`src/sv/sine_nco_oscillator_core_assert.svh`:
```
// Assertion macros shared by the sine NCO RTL files.
`ifndef SINE_NCO_OSCILLATOR_CORE_ASSERT_SVH
`define SINE_NCO_OSCILLATOR_CORE_ASSERT_SVH
`ifndef SYNTHESIS
// Clocked check, disabled while reset is asserted
`define SNO_ASSERT(label, clk, rst_n, prop) \
    label: assert property (@(posedge clk) disable iff (!rst_n) prop) \
        else $error("sine nco assertion failed");
// Clocked check that also holds through reset
`define SNO_ASSERT_ALWAYS(label, clk, prop) \
    label: assert property (@(posedge clk) prop) \
        else $error("sine nco assertion failed");
`else
`define SNO_ASSERT(label, clk, rst_n, prop)
`define SNO_ASSERT_ALWAYS(label, clk, prop)
`endif
`endif

```
`src/sv/sno_pkg.sv`:
```
// Shared types, constants and sine table math for the sine NCO.
`default_nettype none

package sno_pkg;

    // Register index and reset value of the step-per-hertz register
    localparam int unsigned REG_STEP_PER_HZ = 0;
    localparam logic [39:0] STEP_RESET      = 40'd6382652533;

    // Peak amplitude of the output sine
    localparam logic [15:0] AMPLITUDE       = 16'd32767;

    // pi/2 in unsigned Q2.62
    localparam logic [63:0] HALFPI_Q62      = 64'h6487ED5110B4611A;

    // Per-sample lookup flags handed from the phase stage to the table stage
    typedef struct packed {
        logic zero;   // oscillator idle, sample is zero
        logic neg;    // second half of the cycle, negate the magnitude
        logic peak;   // quarter point, magnitude is the full amplitude
    } sno_lut_flags_t;

    // (a * b) >> 62 for Q2.62 operands, truncated
    function automatic logic [63:0] mul_q62(input logic [63:0] a, input logic [63:0] b);
        logic [127:0] p;
        p = {64'b0, a} * {64'b0, b};
        return p[125:62];
    endfunction

    // Quarter-wave magnitude for index j of a table with 2^table_bits entries.
    // Taylor series of sine in Q2.62, 14 terms, used at elaboration only.
    function automatic logic [14:0] sine_mag(input int unsigned j,
                                             input int unsigned table_bits);
        logic [63:0]  x;
        logic [63:0]  x2;
        logic [63:0]  term;
        logic [63:0]  sum;
        logic [127:0] scaled;
        logic [63:0]  hi;
        if (j == 0) begin
            return 15'd0;
        end
        x    = mul_q62(HALFPI_Q62, 64'(j) << (64 - table_bits));
        x2   = mul_q62(x, x);
        term = x;
        sum  = x;
        term = mul_q62(term, x2) / 64'd6;   sum = sum - term;
        term = mul_q62(term, x2) / 64'd20;  sum = sum + term;
        term = mul_q62(term, x2) / 64'd42;  sum = sum - term;
        term = mul_q62(term, x2) / 64'd72;  sum = sum + term;
        term = mul_q62(term, x2) / 64'd110; sum = sum - term;
        term = mul_q62(term, x2) / 64'd156; sum = sum + term;
        term = mul_q62(term, x2) / 64'd210; sum = sum - term;
        term = mul_q62(term, x2) / 64'd272; sum = sum + term;
        term = mul_q62(term, x2) / 64'd342; sum = sum - term;
        term = mul_q62(term, x2) / 64'd420; sum = sum + term;
        term = mul_q62(term, x2) / 64'd506; sum = sum - term;
        term = mul_q62(term, x2) / 64'd600; sum = sum + term;
        term = mul_q62(term, x2) / 64'd702; sum = sum - term;
        // floor(32767 * sum / 2^62), clamped to the amplitude
        scaled = {64'b0, sum} * 128'(32'd131068);
        hi     = scaled[127:64];
        if (hi > 64'(AMPLITUDE)) begin
            hi = 64'(AMPLITUDE);
        end
        return hi[14:0];
    endfunction

endpackage

`default_nettype wire

```
`src/sv/sno_sine_rom.sv`:
```
// Quarter-wave sine ROM with registered read data.
`default_nettype none

module sno_sine_rom #(
    parameter int unsigned TABLE_BITS = 10
) (
    input  wire logic                  aclk,
    input  wire logic                  rd_en,
    input  wire logic [TABLE_BITS-3:0] rd_addr,
    output logic      [14:0]           rd_data
);
    import sno_pkg::*;

    localparam int unsigned QN = 1 << (TABLE_BITS - 2);

    typedef logic [14:0] qtab_t [QN];

    // Table contents, computed at elaboration
    function automatic qtab_t build_table();
        qtab_t t;
        for (int unsigned i = 0; i < QN; i++) begin
            t[i] = sine_mag(i, TABLE_BITS);
        end
        return t;
    endfunction

    localparam qtab_t QTAB = build_table();

    logic [14:0] rd_data_reg;

    // Synchronous ROM read
    always_ff @(posedge aclk) begin
        if (rd_en) begin
            rd_data_reg <= QTAB[rd_addr];
        end
    end

    assign rd_data = rd_data_reg;

endmodule

`default_nettype wire

```
`src/sv/sno_phase_acc.sv`:
```
// Tuning word, active flag and phase accumulator; forms the table lookup.
`default_nettype none

`include "sine_nco_oscillator_core_assert.svh"

module sno_phase_acc #(
    parameter int unsigned TABLE_BITS = 10
) (
    input  wire logic                   aclk,
    input  wire logic                   aresetn,
    input  wire logic                   tick_acc,
    input  wire logic                   set_acc,
    input  wire logic [31:0]            frequency,
    input  wire logic [39:0]            step_per_hz,
    output logic      [TABLE_BITS-3:0]  lut_addr,
    output sno_pkg::sno_lut_flags_t     lut_flags
);
    import sno_pkg::*;

    localparam logic [TABLE_BITS-2:0] QUARTER = (TABLE_BITS-1)'(1) << (TABLE_BITS - 2);

    logic [31:0] phase_reg, phase_next;
    logic [31:0] tw_reg, tw_next;
    logic        active_reg, active_next;
    logic [71:0] tw_prod;

    logic [TABLE_BITS-1:0] idx;
    logic [TABLE_BITS-2:0] j_raw;
    logic [TABLE_BITS-2:0] j_fold;

    // Tuning word from a 16.16 frequency: (freq * step) >> 32, low 32 bits
    assign tw_prod = 72'(frequency) * 72'(step_per_hz);

    always_comb begin
        tw_next     = tw_reg;
        active_next = active_reg;
        phase_next  = phase_reg;
        if (set_acc) begin
            tw_next     = tw_prod[63:32];
            active_next = (frequency != 32'd0);
        end
        if (tick_acc) begin
            phase_next = active_reg ? phase_reg + tw_reg : 32'd0;
        end
    end

    always_ff @(posedge aclk) begin
        if (!aresetn) begin
            phase_reg  <= '0;
            tw_reg     <= '0;
            active_reg <= 1'b0;
        end else begin
            phase_reg  <= phase_next;
            tw_reg     <= tw_next;
            active_reg <= active_next;
        end
    end

    // Quarter-wave fold of the top phase bits; past the quarter, half - j
    assign idx    = phase_reg[31 -: TABLE_BITS];
    assign j_raw  = idx[TABLE_BITS-2:0];
    assign j_fold = (j_raw > QUARTER) ? (TABLE_BITS-1)'(0) - j_raw : j_raw;

    assign lut_addr       = j_fold[TABLE_BITS-3:0];
    assign lut_flags.zero = !active_reg;
    assign lut_flags.neg  = idx[TABLE_BITS-1];
    assign lut_flags.peak = (j_fold == QUARTER);

    `SNO_ASSERT(idle_tick_clears_phase, aclk, aresetn, (tick_acc && !active_reg) |=> (phase_reg == 32'd0))
    `SNO_ASSERT(set_holds_phase, aclk, aresetn, (set_acc && !tick_acc) |=> $stable(phase_reg))
    `SNO_ASSERT(tick_advances_phase, aclk, aresetn, (tick_acc && active_reg) |=> (phase_reg == $past(phase_reg) + $past(tw_reg)))

endmodule

`default_nettype wire

```
`src/sv/sine_nco_oscillator_core.sv`:
```
// Top level of the sine NCO: APB register, item handshake and output stage.
//
// Usage:
//   Input channel (s_valid/s_ready): s_kind = 1 loads a new frequency from
//   s_frequency (unsigned 16.16 Hz) and returns no item; s_kind = 0 is a tick
//   that returns one signed sample on the m_ channel.
//   The APB port holds step_per_hz (2^48 / sample rate) at byte address 0;
//   it only affects later frequency loads.
//   A tick's sample passes through the table read register, then the output
//   register, before it shows on m_valid.
//   Throughput: one item per cycle while the receiver keeps m_ready high,
//   set by the phase add and the one synchronous table read per sample.
//   Reset clears phase, tuning word and active flag, empties the pipeline
//   and restores step_per_hz. The oscillator starts idle (samples are zero).
//   When the receiver stalls, the output register holds its item, the table
//   stage holds one more, and s_ready drops only once both are full.
`default_nettype none

`include "sine_nco_oscillator_core_assert.svh"

module sine_nco_oscillator_core #(
    parameter int unsigned TABLE_BITS = 10
) (
    input  wire logic               aclk,
    input  wire logic               aresetn,
    // input items
    input  wire logic               s_valid,
    output logic                    s_ready,
    input  wire logic               s_kind,
    input  wire logic [31:0]        s_frequency,
    // result items
    output logic                    m_valid,
    input  wire logic               m_ready,
    output logic signed [15:0]      m_sample_value,
    // configuration
    input  wire logic               psel,
    input  wire logic               penable,
    input  wire logic               pwrite,
    input  wire logic [3:0]         paddr,
    input  wire logic [63:0]        pwdata,
    output logic      [63:0]        prdata,
    output logic                    pready
);
    import sno_pkg::*;

    logic [39:0] step_reg;
    logic        step_sel;

    logic        in_acc, tick_acc, set_acc;
    logic        s1_adv;
    logic        s1_valid_reg, s1_valid_next;
    sno_lut_flags_t s1_flags_reg;

    logic [TABLE_BITS-3:0] lut_addr;
    sno_lut_flags_t        lut_flags;
    logic [14:0]           rom_data;

    logic               m_valid_reg, m_valid_next;
    logic signed [15:0] m_sample_reg, m_sample_next;
    logic        [15:0] mag;

    // APB register file: one 40-bit register in a 64-bit slot
    assign pready   = 1'b1;
    assign step_sel = (paddr[3] == 1'(REG_STEP_PER_HZ));
    assign prdata   = step_sel ? {24'b0, step_reg} : 64'd0;

    always_ff @(posedge aclk) begin
        if (!aresetn) begin
            step_reg <= STEP_RESET;
        end else if (psel && penable && pwrite && pready && step_sel) begin
            step_reg <= pwdata[39:0];
        end
    end

    // Handshake: the table stage moves on when the output register is free
    assign s1_adv   = !m_valid_reg || m_ready;
    assign s_ready  = !s1_valid_reg || s1_adv;
    assign in_acc   = s_valid && s_ready;
    assign tick_acc = in_acc && !s_kind;
    assign set_acc  = in_acc && s_kind;

    sno_phase_acc #(
        .TABLE_BITS (TABLE_BITS)
    ) u_phase (
        .aclk        (aclk),
        .aresetn     (aresetn),
        .tick_acc    (tick_acc),
        .set_acc     (set_acc),
        .frequency   (s_frequency),
        .step_per_hz (step_reg),
        .lut_addr    (lut_addr),
        .lut_flags   (lut_flags)
    );

    sno_sine_rom #(
        .TABLE_BITS (TABLE_BITS)
    ) u_rom (
        .aclk    (aclk),
        .rd_en   (tick_acc),
        .rd_addr (lut_addr),
        .rd_data (rom_data)
    );

    // Table stage control, alongside the ROM read register
    assign s1_valid_next = s_ready ? tick_acc : s1_valid_reg;

    always_ff @(posedge aclk) begin
        if (!aresetn) begin
            s1_valid_reg <= 1'b0;
        end else begin
            s1_valid_reg <= s1_valid_next;
        end
    end

    always_ff @(posedge aclk) begin
        if (tick_acc) begin
            s1_flags_reg <= lut_flags;
        end
    end

    // Sign and special cases applied to the table magnitude
    always_comb begin
        if (s1_flags_reg.zero) begin
            mag = 16'd0;
        end else if (s1_flags_reg.peak) begin
            mag = AMPLITUDE;
        end else begin
            mag = {1'b0, rom_data};
        end
        m_sample_next = s1_flags_reg.neg ? -$signed(mag) : $signed(mag);
        m_valid_next  = s1_adv ? s1_valid_reg : m_valid_reg;
    end

    // Output register
    always_ff @(posedge aclk) begin
        if (!aresetn) begin
            m_valid_reg <= 1'b0;
        end else begin
            m_valid_reg <= m_valid_next;
        end
    end

    always_ff @(posedge aclk) begin
        if (s1_adv && s1_valid_reg) begin
            m_sample_reg <= m_sample_next;
        end
    end

    assign m_valid        = m_valid_reg;
    assign m_sample_value = m_sample_reg;

    `SNO_ASSERT_ALWAYS(reset_empties_pipe, aclk, !aresetn |=> (!m_valid_reg && !s1_valid_reg))
    `SNO_ASSERT(full_pipe_blocks_input, aclk, aresetn, (s1_valid_reg && m_valid_reg && !m_ready) |-> !s_ready)
    `SNO_ASSERT(sample_in_range, aclk, aresetn, m_valid_reg |-> (m_sample_reg != 16'sh8000))

endmodule

`default_nettype wire

```
`config.mk`:
```
export PLATFORM = sky130hd
export DESIGN_NAME = sine_nco_oscillator_core
export DESIGN_NICKNAME = d
export VERILOG_FILES = /design/src/sv/sno_pkg.sv /design/src/sv/sno_sine_rom.sv /design/src/sv/sno_phase_acc.sv /design/src/sv/sine_nco_oscillator_core.sv
export VERILOG_INCLUDE_DIRS = /design/src /design/src/sv
export SDC_FILE = /design/constraint.sdc
export NUM_CORES = 2
export LEC_CHECK = 0
export BUFFER_PORTS_ARGS = -buffer_cell sky130_fd_sc_hd__buf_4
export CORE_UTILIZATION = 55
export CTS_CLUSTER_DIAMETER = 50
export CTS_CLUSTER_SIZE = 12
export DETAILED_ROUTE_END_ITERATION = 6
export GPL_TIMING_DRIVEN = 0
export PLACE_DENSITY = 0.71
export RECOVER_POWER = 100
export SLEW_MARGIN = 20
export SYNTH_ARGS = -nofsm -noshare
export SYNTH_HDL_FRONTEND = slang
export SYNTH_SLANG_ARGS = --single-unit
```
`constraint.sdc`:
```
create_clock -name aclk -period 10.4 [get_ports aclk]
set_input_delay 1.04 -clock aclk [delete_from_list [all_inputs] [get_ports aclk]]
set_output_delay 1.04 -clock aclk [all_outputs]
set_load 0.005 [all_outputs]
```
==> Word-level counts from Yosys, hierarchy flattened <==
Memory sizes are Yosys's and may differ from the RTL's. A register that Yosys moved wholly into a read port is not among the register bits.
Index checks and enable logic that the tools add are counted.
{ "word_totals": {"reg_bits": 126, "mem_bits_ro": 3840, "out_inout_bits": 83, "mem_count": 1} }
{ "classes": {"n_addsub": 3, "n_mul": 1, "magnitude_cmp": 1, "eq_ne": 1, "mux": 6, "n_bitwise": 2, "n_reduce_logical": 14} }
{ "memory_table": {"columns": ["name", "words", "width", "rd", "rd_clocked_by_memory_dff", "wr", "line", "source"], "rows": [
  ["(no name shown)", 256, 15, 1, 1, 0, "sno_sine_rom.sv:34", "rd_data_reg <= QTAB[rd_addr];"]
]} }
{ "op_table": {"columns": ["operator", "count"], "rows": [
  ["$mul 32x40->64", 1],
  ["$mux 40", 1],
  ["$add 32x32->32", 1],
  ["$mux 32", 1],
  ["$reduce_bool 32->1", 1],
  ["$mux 15", 2],
  ["$mux 16", 1],
  ["$neg 16->16", 1],
  ["$eq 9x9->1 const B", 1],
  ["$gt 9x9->1 const B", 1],
  ["$mux 9", 1],
  ["$not 8->9", 1],
  ["$sub 1x9->9 const A", 1],
  ["$logic_and 1x1->1", 7],
  ["$logic_not 1->1", 4],
  ["$logic_or 1x1->1", 2],
  ["$not 1->1", 1]
]} }

==> Depth between registers and ports, before layout <==
{ "logic_depth": {"depth_word": 5, "ltp_mapped": 27, "mapped_depth_nobuf": 26} }

==> Cells and area by module <==
From an unflattened synthesis, not the netlist that was laid out.
{ "hier_totals": {"hier_cells": 5750, "area_unflattened_um2": 49972.9} }
{ "by_module_without_submodules": {"columns": ["module", "n_inst", "cells_each", "area_per_inst_um2", "seq_area_each_um2"], "rows": [
  ["sno_phase_acc", 1, 4705, 42085.4, 1301.2],
  ["sno_sine_rom", 1, 656, 4647.0, 450.4],
  ["sine_nco_oscillator_core", 1, 389, 3240.6, 1411.4]
]} }

==> Worst setup path before layout <==
No wires, ideal clock.
{ "synth_timing": {"path_type": "input to register", "startpoint": "input port s_frequency[2]", "endpoint": "register u_phase.tw_reg[31]", "setup_ps": 120, "arrival_ps": 7841, "t_required_ps": 10280, "slack_ps": 2439, "cell_stages": 27, "path_cell_list": "clkbuf_1 > clkbuf_1 > nand2_1 > fa_1 > inv_1 > fa_1 > inv_1 > fa_1 > fa_1 > inv_1 > fa_1 > inv_1 > fa_1 > inv_1 > fa_1 > fa_1 > ha_1 > nand4_1 > nor4_1 > o211ai_1 > a221oi_1 > o21ai_0 > a21oi_1 > o211ai_2 > a31oi_1 > nor3_1 > o31a_1"} }
{ "synth_via": {"elab_chain_len": 1} }
{ "synth_rtl": {"columns": ["item", "line", "source"], "rows": [
  ["from (decl)", "sine_nco_oscillator_core.sv:30", "input wire logic [31:0] s_frequency,"],
  ["$mul 32x40->64", "sno_phase_acc.sv:32", "assign tw_prod = 72'(frequency) * 72'(step_per_hz);"],
  ["to (signal assigned)", "sno_phase_acc.sv:54", "tw_reg <= tw_next;"],
  ["to (decl)", "sno_phase_acc.sv:23", "logic [31:0] tw_reg, tw_next;"]
]} }
Every way passes these cells.
A chain may end at the register's enable or synchronous reset.

==> Final worst setup path <==
{ "layout_timing": {"startpoint": "input port s_frequency[27]", "endpoint": "register u_phase.tw_reg[24]"} }
Same word-level chain as after synthesis.

==> flow_summary.ini <==
[critical_path]
crit_start = s_frequency[27]
regToRegSetupSlack_ns = 0.06
worstPathRequired_ns = 10.85
cp_max_fo = 10
cp.arrival_ns = 10.91
crit_end = u_phase.tw_reg[24]
worstReg2RegEnd = u_phase.tw_reg[24]
endpoint_kind = flop
cp-start-kind = input port
ff2ff_path_depth = 24
crit_type = in2reg
reg2reg_from = step_reg[28]

[hold_path]
holdCritPathClass = reg2reg

[logic_synthesis]
syn_avg_cell_area_um2 = 8.62
synth.most_common_cell = fa_1
yosys_warnings = 0
synth_top_area_share_pct = 45.0
netlist_area_um2 = 49300
synth_common_cells = 1,110 x fa_1, 1,090 x inv_1, 905 x nand2_1
synth_area_leader_cell = fa_1
synthFlopType = dfxtp_1
ys_seq_area_share_pct = 6.41
synth_edf_count = 34
ys_types = 89
synth-seq-cells = 141
yosys-top-cells-area = fa_1 45%, inv_1 8.3%, and2_1 7.7%, nand2_1 6.9%, ha_1 6.8%
ys_async_sr_fraction_pct = 0
synth_cells = 5725

[sta]
final-hold-violation-count = 0
setup_slack_ns = -0.0634
fmax_mhz = 95.6
maxSlewViolCount = 0
rsz0062_at_grt = false
tightestPinTransition_ns = 1.38
setup_tns_ns = -0.0957
fin_crit_ns = 10.46
slew_headroom_pct = 8.12
setup_viol = 2
clock_skew_ns = 0.0550
fin_crit_sh_pct = 101

[layout]
stdcell_count = 7093
design_area_um2 = 52500
nNetsFinal = 7386
drive_gt1_share_pct = 4.52
largest_register_ffs = 40
fillers = 8128
area_growth_syn_to_layout_pct = 6.41

[floorplanning]
coreArea_um2 = 88600
num_rows = 109
die_h_um = 301
initial_core_util_pct = 55.6
die_x_um = 301
die_area_um2 = 90900
pin_count = 191

[clock_network]
cts_setup_buffers = 0
insertion_delay_ns = 0.55
clkTransAtPathRegs_ns = 0.07
numClockSinks = 141
cts_buffer_depth = 2
numCtsBuffers = 17
cts-root-buf = clkbuf_16
hold_buffers = 0
htreeDepth = 4
cts_tree = built

[drt]
wl_per_cell_um = 32.0
vias = 44500
drt_iter0_drc = 5996
wl_met1_um = 77000
routed.top_layer = met5
routed_wl_um = 227000
ant_nets = 0
drt-vias-per-instance = 6.27
wl_met2_um = 92600
drc = 43
drt_first_pass_iters = 7
wl_met3_um = 36700

[global_routing]
grt_pass1_vias = 45600
antenna_found_initial = 28
track_usage_pct = 51.1
gr-total-overflow = 0
grt_start_max_net_pins = 24
grt_pass1_wl_um = 323000

[placed_design]
hpwlAfterDp_um = 183000
finalWeightedCongestion = 1.13
place_ws_ns = -0.833
port_buffers = 132
placed_area_um2 = 51900
placed_cells = 7047

[outcome]
violations = design-rule violations, negative setup slack
status = finished, violations left

[job]
maxCapViolCount = 0
[worst min path at each step]
stage,depth (start not counted),startpoint,to
final,2,u_phase.tw_reg[24],u_phase.tw_reg[24]
after global routing,2,u_phase.phase_reg[16],u_phase.phase_reg[16]
after CTS,2,u_phase.tw_reg[24],u_phase.tw_reg[24]
after detailed placement,2,u_phase.tw_reg[24],u_phase.tw_reg[24]
after global placement,2,u_phase.phase_reg[0],u_phase.phase_reg[0]
after floorplan,2,u_phase.tw_reg[29],u_phase.tw_reg[29]
[kinds of logic (layout without fill, tap and decap cells)]
logic type                 after synthesis  in the layout  synth area share [%]
xor gates and xnor gates                82             82                  1.49
other                                    2             42                0.0152
muxes                                    8              8                 0.241
and+or+nand+nor                       1959           1959                  19.4
buffers and inverters                 1502           1665                  11.8
adders and majority gates             1380           1380                  51.9
AOI/OAI and AO/OA                      651            651                  8.77
DFF                                    141            141                  6.41
[layer usage]
layer  GRT usage [%]  up-vias
met5               0        -
met1            61.5    22100
met2            72.5     3701
met4            36.9       22
met3            22.9     1002
li1                -    17700
[repair_timing]
action,4_1_cts,5_1_grt
resized for setup,3,29
endpoints found under the setup margin,2,5
hold endpoints to repair,0,0
pin swaps,0,0
gates cloned,0,0
[cell type report]
cell class              instances  area (µm²)  share of cell area [%]
repair buffers                134         968                    1.84
plain buffers                 405        1700                    3.24
multi-input cells            4105       40500                    77.1
diodes                         17        42.5                  0.0810
well taps                    1165        1460                    2.78
inverters                    1094        4110                    7.82
clock buffers                  17         425                   0.810
flip-flops and latches        141        3160                    6.03
clock inverters                15         166                   0.317
[cells in the final DEF (no fill, tap or decap), types with 11 or more instances in the layout]
cell | synthesis | final
fa_1 | 1110 | 1110
inv_1 | 1090 | 1091
nand2_1 | 905 | 905
and2_1 | 609 | 599
clkbuf_1 | 332 | 327
ha_1 | 270 | 270
a21oi_1 | 149 | 148
nor2_1 | 126 | 126
o21ai_0 | 118 | 119
dfxtp_1 | 107 | 107
buf_4 | 26 | 99
nand3_1 | 93 | 93
nor2b_1 | 70 | 70
xnor2_1 | 54 | 54
clkbuf_4 | 0 | 51
a21o_1 | 50 | 50
o211ai_1 | 48 | 48
nor3_1 | 41 | 41
buf_2 | 39 | 35
a21boi_0 | 35 | 35
edfxtp_1 | 34 | 34
a31oi_1 | 33 | 33
a211oi_1 | 30 | 31
xor2_1 | 26 | 26
nand4_1 | 25 | 25
conb_1 | 2 | 25
a22oi_1 | 22 | 22
nor4_1 | 22 | 21
clkbuf_2 | 0 | 20
diode_2 | 0 | 17
o21a_1 | 17 | 17
a311oi_1 | 17 | 17
clkbuf_16 | 0 | 17
o22ai_1 | 16 | 16
and3_1 | 14 | 14
a221oi_1 | 13 | 13
nand2b_1 | 12 | 12
o31ai_1 | 12 | 12
nor3b_1 | 10 | 11
o311ai_0 | 11 | 11
[per-stage QoR]
stage          utilization (%)  hold WS [ns]
4_1_cts                   59.2         0.475
5_1_grt                   59.2         0.496
2_1_floorplan                -         0.441
6_report                  59.2         0.475
3_5_place_dp              58.6         0.465
3_3_place_gp              58.5         0.452
[worst max-delay path, stage by stage]
cell	delay [ns]
buf_4	0.11
clkbuf_1	0.75
clkbuf_1	0.90
nand2_1	0.21
fa_1	0.57
inv_1	0.07
fa_1	0.55
fa_1	0.44
fa_1	0.52
fa_1	0.45
fa_1	0.52
fa_1	0.44
fa_1	0.55
ha_1	0.39
nand2_1	0.14
nor2_1	0.73
nand2_1	0.53
a31oi_1	0.53
nand4_1	0.17
o211a_1	0.32
o41ai_1	0.49
xor2_1	0.23
nand2_1	0.11
a21boi_2	0.14
Power is not shown: default switching activity piles up to over one toggle a cycle in this logic, so the estimate is an artifact.
